<file path="config.mk">
export PLATFORM = sky130hd
export DESIGN_NAME = pfcs_ctrl
export DESIGN_NICKNAME = d
export VERILOG_FILES = /design/src/pfcs_pkg.sv /design/src/pfcs_ctrl.sv
export SDC_FILE = /design/constraint.sdc
export NUM_CORES = 1
export LEC_CHECK = 0
export ABC_CLOCK_PERIOD_IN_PS = 1300
export BUFFER_PORTS_ARGS = -buffer_cell sky130_fd_sc_hd__buf_2
export CAP_MARGIN = 30
export CORE_AREA = 4 4 41 43
export DETAILED_ROUTE_END_ITERATION = 6
export DIE_AREA = 0 0 45 47
export PLACE_DENSITY = 0.47
export SETUP_SLACK_MARGIN = 0.5
export SKIP_LAST_GASP = 1
export SYNTH_ARGS = -nofsm -noshare
export SYNTH_HDL_FRONTEND = slang
export SYNTH_SLANG_ARGS = --single-unit
export TNS_END_PERCENT = 100
</file>
<file path="constraint.sdc">
create_clock -name clk -period 1.3 [get_ports clk]
set_clock_uncertainty 0.1 [all_clocks]
set_input_delay 0.13 -clock clk [delete_from_list [all_inputs] [get_ports clk]]
set_output_delay 0.13 -clock clk [all_outputs]
set_load 0.005 [all_outputs]
</file>
<file path="src/pfcs_pkg.sv">
// ----------------------------------------------------------------------------
// pfcs_pkg: shared types and constants for the prime factor counter
// Command and status structs between controller and datapath.
// ----------------------------------------------------------------------------
package pfcs_pkg;

    localparam int COUNT_BITS = 5;

    typedef struct packed {
        logic clr_start;    // begin clear sweep of marks
        logic clr_step;     // clear mark at sweep index, advance
        logic sv_start;     // begin sieve outer walk
        logic sv_step;      // one sieve sub-step
        logic q_load;       // load query
        logic q_step;       // one trial division sub-step
    } cmd_t;

    typedef struct packed {
        logic clr_done;
        logic sv_done;
        logic q_done;
    } sts_t;

endpackage

</file>
<file path="src/pfcs_ctrl.sv">
// ----------------------------------------------------------------------------
// pfcs_ctrl: controller state machine
// Sequences clear, sieve, idle, query and zero-value phases.
// ----------------------------------------------------------------------------
module pfcs_ctrl (
    input  logic           clk,
    input  logic           rst_n,
    input  logic           start,
    input  logic           zero_in,
    input  pfcs_pkg::sts_t sts,
    output pfcs_pkg::cmd_t cmd,
    output logic           busy,
    output logic           done,
    output logic           invalid
);

    localparam logic [2:0] ST_CLR0  = 3'd0;
    localparam logic [2:0] ST_CLR   = 3'd1;
    localparam logic [2:0] ST_SV    = 3'd2;
    localparam logic [2:0] ST_IDLE  = 3'd3;
    localparam logic [2:0] ST_QRY   = 3'd4;
    localparam logic [2:0] ST_ZERO  = 3'd5;

    logic [2:0] st_reg, st_next;
    logic       done_reg, done_next;
    logic       inv_reg, inv_next;

    always_comb
    begin
        st_next   = st_reg;
        done_next = 1'b0;
        inv_next  = inv_reg;
        cmd       = '0;
        unique case (st_reg)
            ST_CLR0:
            begin
                cmd.clr_start = 1'b1;
                st_next       = ST_CLR;
            end
            ST_CLR:
            begin
                if (sts.clr_done)
                begin
                    cmd.sv_start = 1'b1;
                    st_next      = ST_SV;
                end
                else
                begin
                    cmd.clr_step = 1'b1;
                end
            end
            ST_SV:
            begin
                if (sts.sv_done)
                begin
                    st_next = ST_IDLE;
                end
                else
                begin
                    cmd.sv_step = 1'b1;
                end
            end
            ST_IDLE:
            begin
                if (start)
                begin
                    cmd.q_load = 1'b1;
                    st_next    = zero_in ? ST_ZERO : ST_QRY;
                end
            end
            ST_ZERO:
            begin
                done_next = 1'b1;
                inv_next  = 1'b1;
                st_next   = ST_IDLE;
            end
            ST_QRY:
            begin
                if (sts.q_done)
                begin
                    done_next = 1'b1;
                    inv_next  = 1'b0;
                    st_next   = ST_IDLE;
                end
                else
                begin
                    cmd.q_step = 1'b1;
                end
            end
            default:
            begin
                st_next = ST_CLR0;
            end
        endcase
    end

    always_ff @(posedge clk or negedge rst_n)
    begin
        if (!rst_n)
        begin
            st_reg   <= ST_CLR0;
            done_reg <= 1'b0;
            inv_reg  <= 1'b0;
        end
        else
        begin
            st_reg   <= st_next;
            done_reg <= done_next;
            inv_reg  <= inv_next;
        end
    end

    assign busy    = (st_reg != ST_IDLE);
    assign done    = done_reg;
    assign invalid = inv_reg;

endmodule

</file>
# Yosys cells after proc, flatten, opt, wreduce, memory -nomap -nowiden
# Index checks and enable logic that the tools add are counted.
# totals
ff_bits	5
latch_bits	0
mem_bits_rw	0
romBits	0
inputBits	7
output_inout_bits	9
word_cells	37
n_memories	0
# classes
addsub	0
n_mul	0
div	0
n_lt_le_gt_ge	0
eq_ne	10
shift	0
muxes	20
bitwise	0
reduce_logical	4
# op_table
cell	n
3-bit one-hot mux with 6 select lines	1
1-bit two-way mux	12
3-bit two-way mux	4
2-bit inequality test, second input constant	4
3-bit by 2-bit == test with 1-bit output, second input constant	2
3-bit == test, second input constant	2
1-bit one-hot mux with 2 select lines	2
4-bit AND reduction	1
3-bit by 1-bit == test with 1-bit output, second input constant	1
3-bit logical NOT	1
3-bit by 2-bit inequality test with 1-bit output, second input constant	1
2-bit two-way mux	1
2-bit AND reduction	1
2-bit nonzero test	1

# Depth between registers and ports, before layout
# Gate-level depths: netlist of run 1.
# depth
depth_word	3
mapped_depth	4

# Worst setup path before layout of run 1
# No wires, ideal clock.
# synth_timing
path_kind	register -> register
startpoint	register st_reg[1]
endpoint	register st_reg[2]
setup_time_ns	0.124
arrival_ns	0.902
setup_slack_ns	0.174
path_stages_with_launch	4
cell_sequence	dfrtp_1 -> nor2b_2 -> and3_4 -> or2_1
# synth_between
elab_chain_len	3
elab_cells_between_ends	12
cone_classes	eq/ne (9); mux (1); reduce/logical (2)
# synth_lines
element	line_no	text
from (decl)	pfcs_ctrl.sv:24	logic [2:0] st_reg, st_next;
from (signal assigned)	pfcs_ctrl.sv:107	st_reg <= st_next;
3-bit by 1-bit == test with 1-bit output (tied with other cells)	pfcs_ctrl.sv:34	unique case (st_reg)
2-bit inequality test (no line)	--	
4-bit AND reduction (no line)	--	
# Parallel ways exist; a longest one is shown, timed or not.
# A chain may end at the register's enable or synchronous reset.

==> metrics.md, run 1 <==
| Metric | Value |
|---|---|
| DRT met1 WL | ~370 um |
| Syn-to-layout area delta | 91.77% |
| PnR worst setup slack | -0.05359 ns |
| Total track usage | 0.09437 |
| Met2 wire len | ~440 um |
| Pwr Density | 2215 mW/mm2 |
| Synth area leaders | dfrtp_1, nor2b_2, nor2_1 |
| Dominant synthesized flop cell | dfrtp_1 |
| EDFF count, synth | 0 |
| Post-Syn Instances | 32 |
| Max VDD drop | 807.2 uV |
| Pleak | about 0.30 nW |
| Global-route wire length before repair | ~1400 um |
| Top layer in use | met3 |
| Final HPWL DP | between 500 and 600 um |
| Netlist Area Pre-Place | 304.0 um2 |
| Clk slew on worst S/H paths | roughly 0.050 ns |
| Core area | 0.001301 mm2 |
| Worst Max-Slew Pin Slew | about 0.21 ns |
| Syn_area_per_cell | between 9 and 10 um2 |
| FP Rows | 13 |
| Total routed wirelength | 858 um |
| Ratio of cells with drive above 1 in the final layout | 0.6935 |
| CTS buffer count | 3 |
| WP data required | ~1.1 ns |
| DRC Markers | 0 |
| Fin. Hold Viols | 0 |
| Min Tclk post-route | 1.354 ns |
| Clock latency on the worst-skew pair | 0.24 ns |
| Failing checks | setup timing |
| Critical path class | flop to primary output |
| Vias in the first global route | between 300 and 400 |
| # diodes | 0 |
| Nets | 70 |
| Crit Path Max Fanout | 7 |
| Run status | finished with violations |
| Worst r2r src | st_reg[2] |
| Via/cell ratio | 4.442 |
| Worst min-delay path startpoint | start |
| Vias | 342 |
| Critical path launch point type | flop |
| RSZ-0062 raised after global routing | yes |
| Initial DRC Count | 8 |
| Final period util | 1.041 |
| Initial cell density of the core | 0.2337 |
| DR WL/cell | 11.14 um |
| CTS max path bufs | 2 |
| Die Footprint | between 0.002 and 0.0025 mm2 |
| CTS tree | built |
| Filler instances | ~140 |
| Num ports | 16 |
| Max reg flops | 3 |
| Slew HR | 0.8561 |
| Top cell type by total area after synthesis | dfrtp_1 |
| Root Driver | clkbuf_4 |
| Hold crit path type | primary input to flop |
| Largest net degree at the start of global routing | 8 |
| Synth warnings | 0 |
| Crit path launch | st_reg[0] |
| Reg2reg path depth | 4 |
| Gp weighted congestion | 0.6909 |
| Pre-CTS setup slack | 0.04471 ns |
| Number of synthesized register bits | 5 |
| Sequential area share after synthesis | 0.4115 |
| CP Data Arrival Time | 1.12 ns |
| Clock sink count | 5 |
| Setup_tns | -0.1740 ns |
| Die extent in y | 47 um |
| H-tree depth | 1 |
| Asr flop ratio synth | 1.000 |
| Syn Nets | 39 |
| Max Cap Viol | 0 |
| Met3 WL post-DR | about 44 um |
| Most common cell after layout, fill and taps aside | buf_2 |
| Final core utilization | 0.4481 |
| CP endpoint kind | primary output |
| Post-synth top area share | 0.4115 |
| Commonest non-fill, non-tap cells in the layout | buf_2, buf_4, buf_6 |
| Hold depth | 2 |
| # setup viols final | 7 |
| Total gr overflow | 0 |
| 1st-pass router iterations | 2 |
| Max Freq | 0.7388 GHz |
| Max-slew violations | 0 |
| Buffers on Ports | 15 |
| Initial antenna violation count | 0 |
| Die W | 45 um |
| Routed Antenna Nets | 0 |
| Distinct cells, synth | 22 |
==> layer usage <==
metal | vias up | global-route usage
met5 | - | 0
met4 | 0 | 0.05263
met3 | 0 | 0.01149
met2 | 9 | 0.1695
met1 | 157 | 0.1080
li1 | 176 | -
==> final timing paths <==
check	end	slack [ns]
min	st_reg[1]	0.03
max reg2reg	invalid	0
max in group asynchronous	st_reg[1]	0.81
max	cmd[2]	-0.05
min in group asynchronous	done	0.13
min reg2reg	invalid	0.48
==> power by group <==
part / internal [mW] / leakage (nW) / total [mW] / switching, mW
logic: 0.494 / 0.225 / 0.791 / 0.297
clock network: 0.116 / 0.0150 / 0.177 / 0.0612
registers: 0.232 / 0.0574 / 0.323 / 0.0917
total: 0.842 / 0.298 / 1.29 / 0.450
==> area by class of cell <==
type	count	area, um2	share of cell area
clock buffers	4	26.28	0.04506
inverters	1	3.754	0.006438
multi-input cells	24	206.4	0.3541
flip-flops and latches	5	128.9	0.2210
well taps	15	18.77	0.03219
repair buffers	28	198.9	0.3412
==> cell usage after synthesis, types with 2 or more instances <==
cell,number
dfrtp_1,5
nor2b_2,2
nor2_1,4
nand2_1,2
and3_1,2
==> through the flow <==
stage | instances | hold WS [ns] | power (mW) | cell area, um2
2_1_floorplan | 32 | -0.2656 | 0.6720 | 334.1
3_3_place_gp | 61 | -0.1451 | 0.7796 | 412.9
3_5_place_dp | 61 | -0.1437 | 0.7818 | 412.9
4_1_cts | 75 | 0.01908 | 1.209 | 541.8
5_1_grt | 77 | 0.04611 | 1.400 | 583.1
6_report | 77 | 0.03117 | 1.292 | 583.1
==> cells by family (layout without fill, tap and decap cells) <==
group | after synthesis | after routing | synth area share
AND/OR/NAND/NOR | 18 | 18 | 0.3704
AO/OA/AOI/OAI | 6 | 6 | 0.1523
flip-flops | 5 | 5 | 0.4115
buffers and inverters | 3 | 33 | 0.06581
==> worst max-delay path: stages, from the launching register on <==
cell and delay, ns:
dfrtp_2 0.44, buf_6 0.15, nor2_4 0.07, and2_4 0.14, buf_6 0.08
==> what timing repair did <==
action                     in CTS  in global routing
setup endpoints to repair      14                 14
hold endpoints to repair        5                  0
hold buffers                    1                  0
pin swaps                       2                  4
setup buffers                   9                  2
gates resized for setup         6                  6
Note: power is estimated with default switching activity, not from simulation.
==> run 2, diff against run 1 <==
--- a/config.mk
+++ b/config.mk
@@ -9,6 +9,7 @@
 export BUFFER_PORTS_ARGS = -buffer_cell sky130_fd_sc_hd__buf_2
 export CAP_MARGIN = 30
 export CORE_AREA = 4 4 41 43
+export CTS_BUF_LIST = sky130_fd_sc_hd__clkbuf_8 sky130_fd_sc_hd__clkbuf_16
 export DETAILED_ROUTE_END_ITERATION = 6
 export DIE_AREA = 0 0 45 47
 export PLACE_DENSITY = 0.47
==> metrics.md, run 2 (synthesis results as in run 1) <==
| Metric | Value |
|---|---|
| Run status | finished with violations |
| Failing checks | setup timing |
| Via/cell ratio | 4.312 (-2.9%) |
| Global-route wire length before repair | 1393 um (-2.5%) |
| Clk slew on worst S/H paths | 0.04 ns (about the same) |
| Die extent in y | 47 um (unchanged) |
| Most used cell, CP | buf_6 |
| Clock latency on the worst-skew pair | 0.22 ns (-0.02 ns) |
| Max VDD drop | 803.0 uV (-0.52%) |
| CP Data Arrival Time | 1.10 ns (-0.02 ns) |
| Max reg flops | 3 (unchanged) |
| Critical-path top delay cell | dfrtp_2 |
| Max Cap Viol | 0 (unchanged) |
| # diodes | 0 (unchanged) |
| Initial DRC Count | 5 (-3) |
| Root Driver | clkbuf_8 |
| Sw Pwr | 0.4646 mW (+3.3%) |
| Family with the most delay on the worst path | flip-flops |
| Vias | 332 (-2.9%) |
| Crit Path Max Fanout | 7 (unchanged) |
| Clock sink count | 5 (unchanged) |
| # setup viols final | 6 (-1) |
| Initial cell density of the core | 0.2337 (unchanged) |
| Die Footprint | 0.002115 mm2 (unchanged) |
| Buffers on Ports | 15 (unchanged) |
| Core area | 0.001301 mm2 (unchanged) |
| CTS buffer count | 3 (unchanged) |
| H-tree depth | 1 (unchanged) |
| Die W | 45 um (unchanged) |
| Largest net degree at the start of global routing | 8 (unchanged) |
| Max Freq | 0.7508 GHz (+1.6%) |
| Sequential cell area | 128.9 um2 (unchanged) |
| Critical path class | flop to primary output |
| 1st-pass router iterations | 2 (unchanged) |
| CTS tree | built |
| Commonest non-fill, non-tap cells in the layout | buf_2, buf_4, buf_6 |
| Syn-to-layout area delta | 97.94% |
| Routed Antenna Nets | 0 (unchanged) |
| Crit path cell chain | buf_6 > nor2_4 > and2_4 > buf_6 |
| Num ports | 16 (unchanged) |
| DR WL/cell | 11.39 um (+2.2%) |
| PnR worst setup slack | -0.03187 ns (+0.02172 ns) |
| Final period util | 1.025 (-0.01671) |
| Ratio of cells with drive above 1 in the final layout | 0.6935 (unchanged) |
| Worst Max-Slew Pin Slew | 0.2103 ns (-0.003330 ns) |
| Total routed wirelength | 877 um (+2.2%) |
| Critical path buffers and inverters | 2 (unchanged) |
| Net Sw Frac | 0.3334 (-0.01483) |
| Gp weighted congestion | 0.6909 (unchanged) |
| WP data required | 1.07 ns (about the same) |
| Total gr overflow | 0 (unchanged) |
| RSZ-0062 raised after global routing | yes |
| Hold slack | 0.04891 ns (+0.01774 ns) |
| Final core utilization | 0.4625 (+0.01442) |
| Slew HR | 0.8583 (+0.002243) |
| FP Rows | 13 (unchanged) |
| Area of the multi-input gates | 206.4 um2 (unchanged) |
| Critical path launch point type | flop |
| Vias in the first global route | 330 (-2.4%) |
| Clk pwr share | 0.200 (+0.063) |
| DRC Markers | 0 (unchanged) |
| Logic gate share of total power | 0.568 (-0.045) |
| Pwr Density | 2315 mW/mm2 (+4.5%) |
| Max-slew violations | 0 (unchanged) |
| Most common cell after layout, fill and taps aside | buf_2 |
| Filler instances | 136 (+0.74%) |
| Internal power | 0.9289 mW (+10%) |
| Final HPWL DP | 581.1 um (unchanged) |
| Hold crit path type | primary input to flop |
| Fin. Hold Viols | 0 (unchanged) |
| Seq pwr share | 0.232 (-0.018) |
| CTS max path bufs | 2 (unchanged) |
| Pleak | 0.3097 nW (+4.0%) |
| Nets | 70 (unchanged) |
| Total track usage | 0.09199 (-0.002379) |
| Crit-path max cell delay | 0.44 ns (about the same) |
| CP endpoint kind | primary output |
| Min Tclk post-route | 1.332 ns (-0.02172 ns) |
| Initial antenna violation count | 0 (unchanged) |
[run 2: cell types whose count changed in the layout (fill, tap and decap cells not counted)]
cell      previous run  this run
inv_1                1         2
clkbuf_4             3         0
clkbuf_1             1         0
clkbuf_8             0         3
[run 2: metrics by stage]
step                instances  setup WS, ns  area [um2]  setup TNS (ns)  power (mW)
floorplan                  32        0.2261       334.1               0      0.6720
global placement           61       0.06363       412.9               0      0.7796
detailed placement         61       0.04471       412.9               0      0.7818
CTS                        75      -0.03221       560.5         -0.1078       1.306
global route               77      -0.07902       601.8         -0.4827       1.500
finish                     77      -0.03187       601.8        -0.07454       1.393
[run 2: routing by layer]
layer,vias to the layer above,share of wire,global-route usage
li1,171,-,-
met1,150,0.39,0.1080
met2,11,0.55,0.1610
met3,0,0.060,0.01149
met4,0,0,0.05263
met5,-,0,0
[run 2: worst paths after layout]
path	to	slack, ns	cells after the start	startpoint
worst max-delay path	cmd[2]	-0.03	4	st_reg[0]
worst min-delay path	st_reg[1]	0.05	2	start
worst max register to register	invalid	0	4	st_reg[2]
worst min register to register	invalid	0.48	2	invalid
max in group asynchronous	st_reg[1]	0.79	2	rst_n
min in group asynchronous	done	0.16	2	rst_n
[run 2: area by class of cell]
cell class / instances / area share
Inverter: 1 / 0.006237
Clock inverter: 1 / 0.006237
Clock buffer: 3 / 0.06861
Multi-Input combinational cell: 24 / 0.3430
Sequential cell: 5 / 0.2141
Tap cell: 15 / 0.03119
Timing Repair Buffer: 28 / 0.3306
[run 2: power groups by stage]
stage | clock [mW] | combinational (mW) | sequential [mW]
2_1_floorplan | 0 | 0.383 | 0.289
3_3_place_gp | 0 | 0.442 | 0.338
3_5_place_dp | 0 | 0.441 | 0.340
4_1_cts | 0.286 | 0.707 | 0.314
5_1_grt | 0.298 | 0.869 | 0.333
6_report | 0.279 | 0.792 | 0.323
[run 2: repair_timing]
action                     CTS  global route
hold endpoints to repair     5             0
setup endpoints to repair   14            14
pin swaps                    3             4
hold buffers                 1             0
buffers inserted             9             2
gates resized for setup      6             6
==> run 3, diff against run 2 <==
--- a/config.mk
+++ b/config.mk
@@ -6,13 +6,13 @@
 export NUM_CORES = 1
 export LEC_CHECK = 0
 export ABC_CLOCK_PERIOD_IN_PS = 1300
-export BUFFER_PORTS_ARGS = -buffer_cell sky130_fd_sc_hd__buf_2
 export CAP_MARGIN = 30
 export CORE_AREA = 4 4 41 43
 export CTS_BUF_LIST = sky130_fd_sc_hd__clkbuf_8 sky130_fd_sc_hd__clkbuf_16
 export DETAILED_ROUTE_END_ITERATION = 6
 export DIE_AREA = 0 0 45 47
-export PLACE_DENSITY = 0.47
+export DONT_BUFFER_PORTS = 1
+export PLACE_DENSITY = 0.37
 export SETUP_SLACK_MARGIN = 0.5
 export SKIP_LAST_GASP = 1
 export SYNTH_ARGS = -nofsm -noshare
==> metrics.md, run 3 (synthesis results as in run 1) <==
| Metric | Value |
|---|---|
| Final period util | 0.9909 (-0.03361) |
| CTS max path bufs | 2 (unchanged) |
| Post-route cell area | 500.5 um2 (-17%) |
| Largest net degree at the start of global routing | 9 (+1) |
| Fin. Hold Viols | 3 (+3) |
| Hold Buf Count CTS | 1 (unchanged) |
| Vias | 277 (-17%) |
| Initial antenna violation count | 0 (unchanged) |
| Max VDD drop | 862.4 uV (+7.4%) |
| Clk slew on worst S/H paths | 0.03 ns (about the same) |
| WP data required | 1.07 ns (about the same) |
| Filler instances | 131 (-3.7%) |
| CTS tree | built |
| CP Data Arrival Time | 1.06 ns (-0.04 ns) |
| RSZ-0062 raised after global routing | yes |
| Pleak | 0.2214 nW (-29%) |
| Critical path launch point type | flop |
| Buffers on Ports | 0 (-15) |
| Pwr Density | 2549 mW/mm2 (+10%) |
| Critical path class | flop to primary output |
| Via/cell ratio | 4.776 (+11%) |
| Hold crit path type | primary input to flop |
| Internal reg-to-reg setup slack | 0.05 ns (+0.05 ns) |
| Worst Max-Slew Pin Slew | 0.2809 ns (+0.07061 ns) |
| Core area | 0.001301 mm2 (unchanged) |
| Die W | 45 um (unchanged) |
| Gp weighted congestion | 0.6851 (-0.84%) |
| Syn-to-layout area delta | 64.61% |
| # diodes | 0 (unchanged) |
| Crit path cell chain | nor2b_4 > and3_4 |
| DR WL/cell | 14.71 um (+29%) |
| Total gr overflow | 0 (unchanged) |
| Min Tclk post-route | 1.288 ns (-0.04370 ns) |
| Setup_tns | 0 ns (+0.07454 ns) |
| Initial cell density of the core | 0.2337 (unchanged) |
| FP Rows | 13 (unchanged) |
| Global-route wire length before repair | 1483 um (+6.5%) |
| Run status | finished with violations |
| Dpl cell area | 345.3 um2 (-16%) |
| DRC Markers | 0 (unchanged) |
| CP endpoint kind | primary output |
| Clock latency on the worst-skew pair | 0.22 ns (about the same) |
| Worst r2r src | st_reg[0] |
| Max Freq | 0.7763 GHz (+3.4%) |
| Max reg flops | 3 (unchanged) |
| Slew HR | 0.8114 (-0.04686) |
| Hold slack | -0.05347 ns (-0.1024 ns) |
| CTS buffer count | 3 (unchanged) |
| Routed Antenna Nets | 0 (unchanged) |
| Vias in the first global route | 336 (+1.8%) |
| Root Driver | clkbuf_8 |
| Initial DRC Count | 1 (-4) |
| 1st-pass router iterations | 2 (unchanged) |
| Failing checks | hold timing |
| Area of the multi-input gates | 219.0 um2 (+6.1%) |
| Ratio of cells with drive above 1 in the final layout | 0.6047 (-0.08890) |
| Die Footprint | 0.002115 mm2 (unchanged) |
| Worst min-delay path startpoint | start |
| Max-slew violations | 0 (unchanged) |
| # setup viols final | 0 (-6) |
| Total routed wirelength | 853 um (-2.7%) |
| Die extent in y | 47 um (unchanged) |
| Final HPWL DP | 595.7 um (+2.5%) |
| H-tree depth | 1 (unchanged) |
| Num ports | 16 (unchanged) |
| Sequential cell area | 128.9 um2 (unchanged) |
| Max Cap Viol | 0 (unchanged) |
| Total track usage | 0.1033 (+0.01127) |
| Crit path launch | st_reg[2] |
| Clock sink count | 5 (unchanged) |
| Crit Path Max Fanout | 8 (+1) |
| Crit-path max cell delay | 0.49 ns (+0.05 ns) |
| Nets | 51 (-27%) |
| Critical-path top delay cell | dfrtp_2 |
| Commonest non-fill, non-tap cells in the layout | buf_6, buf_4, nor2_4, clkbuf_8, dfrtp_2 |
## run 3: cell count changes in the layout (fill, tap and decap cells not counted)
cell,before,now
buf_2,13,0
o21ai_0,1,0
nor3_1,1,0
buf_4,9,4
o21ai_1,0,1
nor3_2,0,1
nor2_4,2,3
and3_1,2,1
and3_4,1,2
a211oi_1,0,1
nor2_1,2,1
a211oi_2,1,0
buf_6,5,4
## run 3: area by class of cell
| cell class | instances | share of cell area |
|---|---|---|
| well taps | 15 | 0.03750 |
| clock inverters | 1 | 0.007500 |
| repair buffers | 9 | 0.1700 |
| clock buffers | 3 | 0.08250 |
| multi-input cells | 24 | 0.4375 |
| flip-flops and latches | 5 | 0.2575 |
| inverters | 1 | 0.007500 |
## run 3: power breakdown
part           leakage [nW]  internal, mW  switching, mW
sequential           0.0574         0.232          0.116
clock                0.0269         0.202         0.0752
combinational         0.137         0.387          0.263
## run 3: repair_timing
action,CTS,global route
gates resized for setup,13,2
endpoints found under the hold margin,8,3
pin swaps,2,5
setup endpoints to repair,14,14
buffers inserted,5,1
## run 3: worst paths after layout
check	endpoint	depth (start not counted)
min in group asynchronous	done	1
min reg2reg	invalid	1
max in group asynchronous	st_reg[1]	1
min	st_reg[1]	1
max reg2reg	st_reg[1]	4
max	cmd[1]	2
## run 3: per-layer routing
layer	global-route usage	part of all wire	vias to the layer above
li1	-	-	136
met1	0.09931	0.39	131
met2	0.1723	0.54	10
met3	0.04215	0.068	0
met4	0.08772	0	0
met5	0	0	-
## run 3: stage by stage
stage                     hold slack [ns]  utilization  total power [mW]  std cells  setup slack (ns)
after detailed placement          -0.2654       0.2654            0.7246         47            0.1013
after floorplan                   -0.2656            -            0.6720         32            0.2261
after global routing             -0.05829       0.3846             1.367         58          -0.02947
after CTS                        -0.07552       0.3721             1.241         57           0.01222
final                            -0.05347       0.3846             1.276         58           0.01182
after global placement            -0.2654       0.2654            0.7232         47           0.08840
## run 3: critical path, delay by kind of cell, from the launching register on
family / cells / cell delay [ns]
simple gates: 2 / 0.34
flops: 1 / 0.49
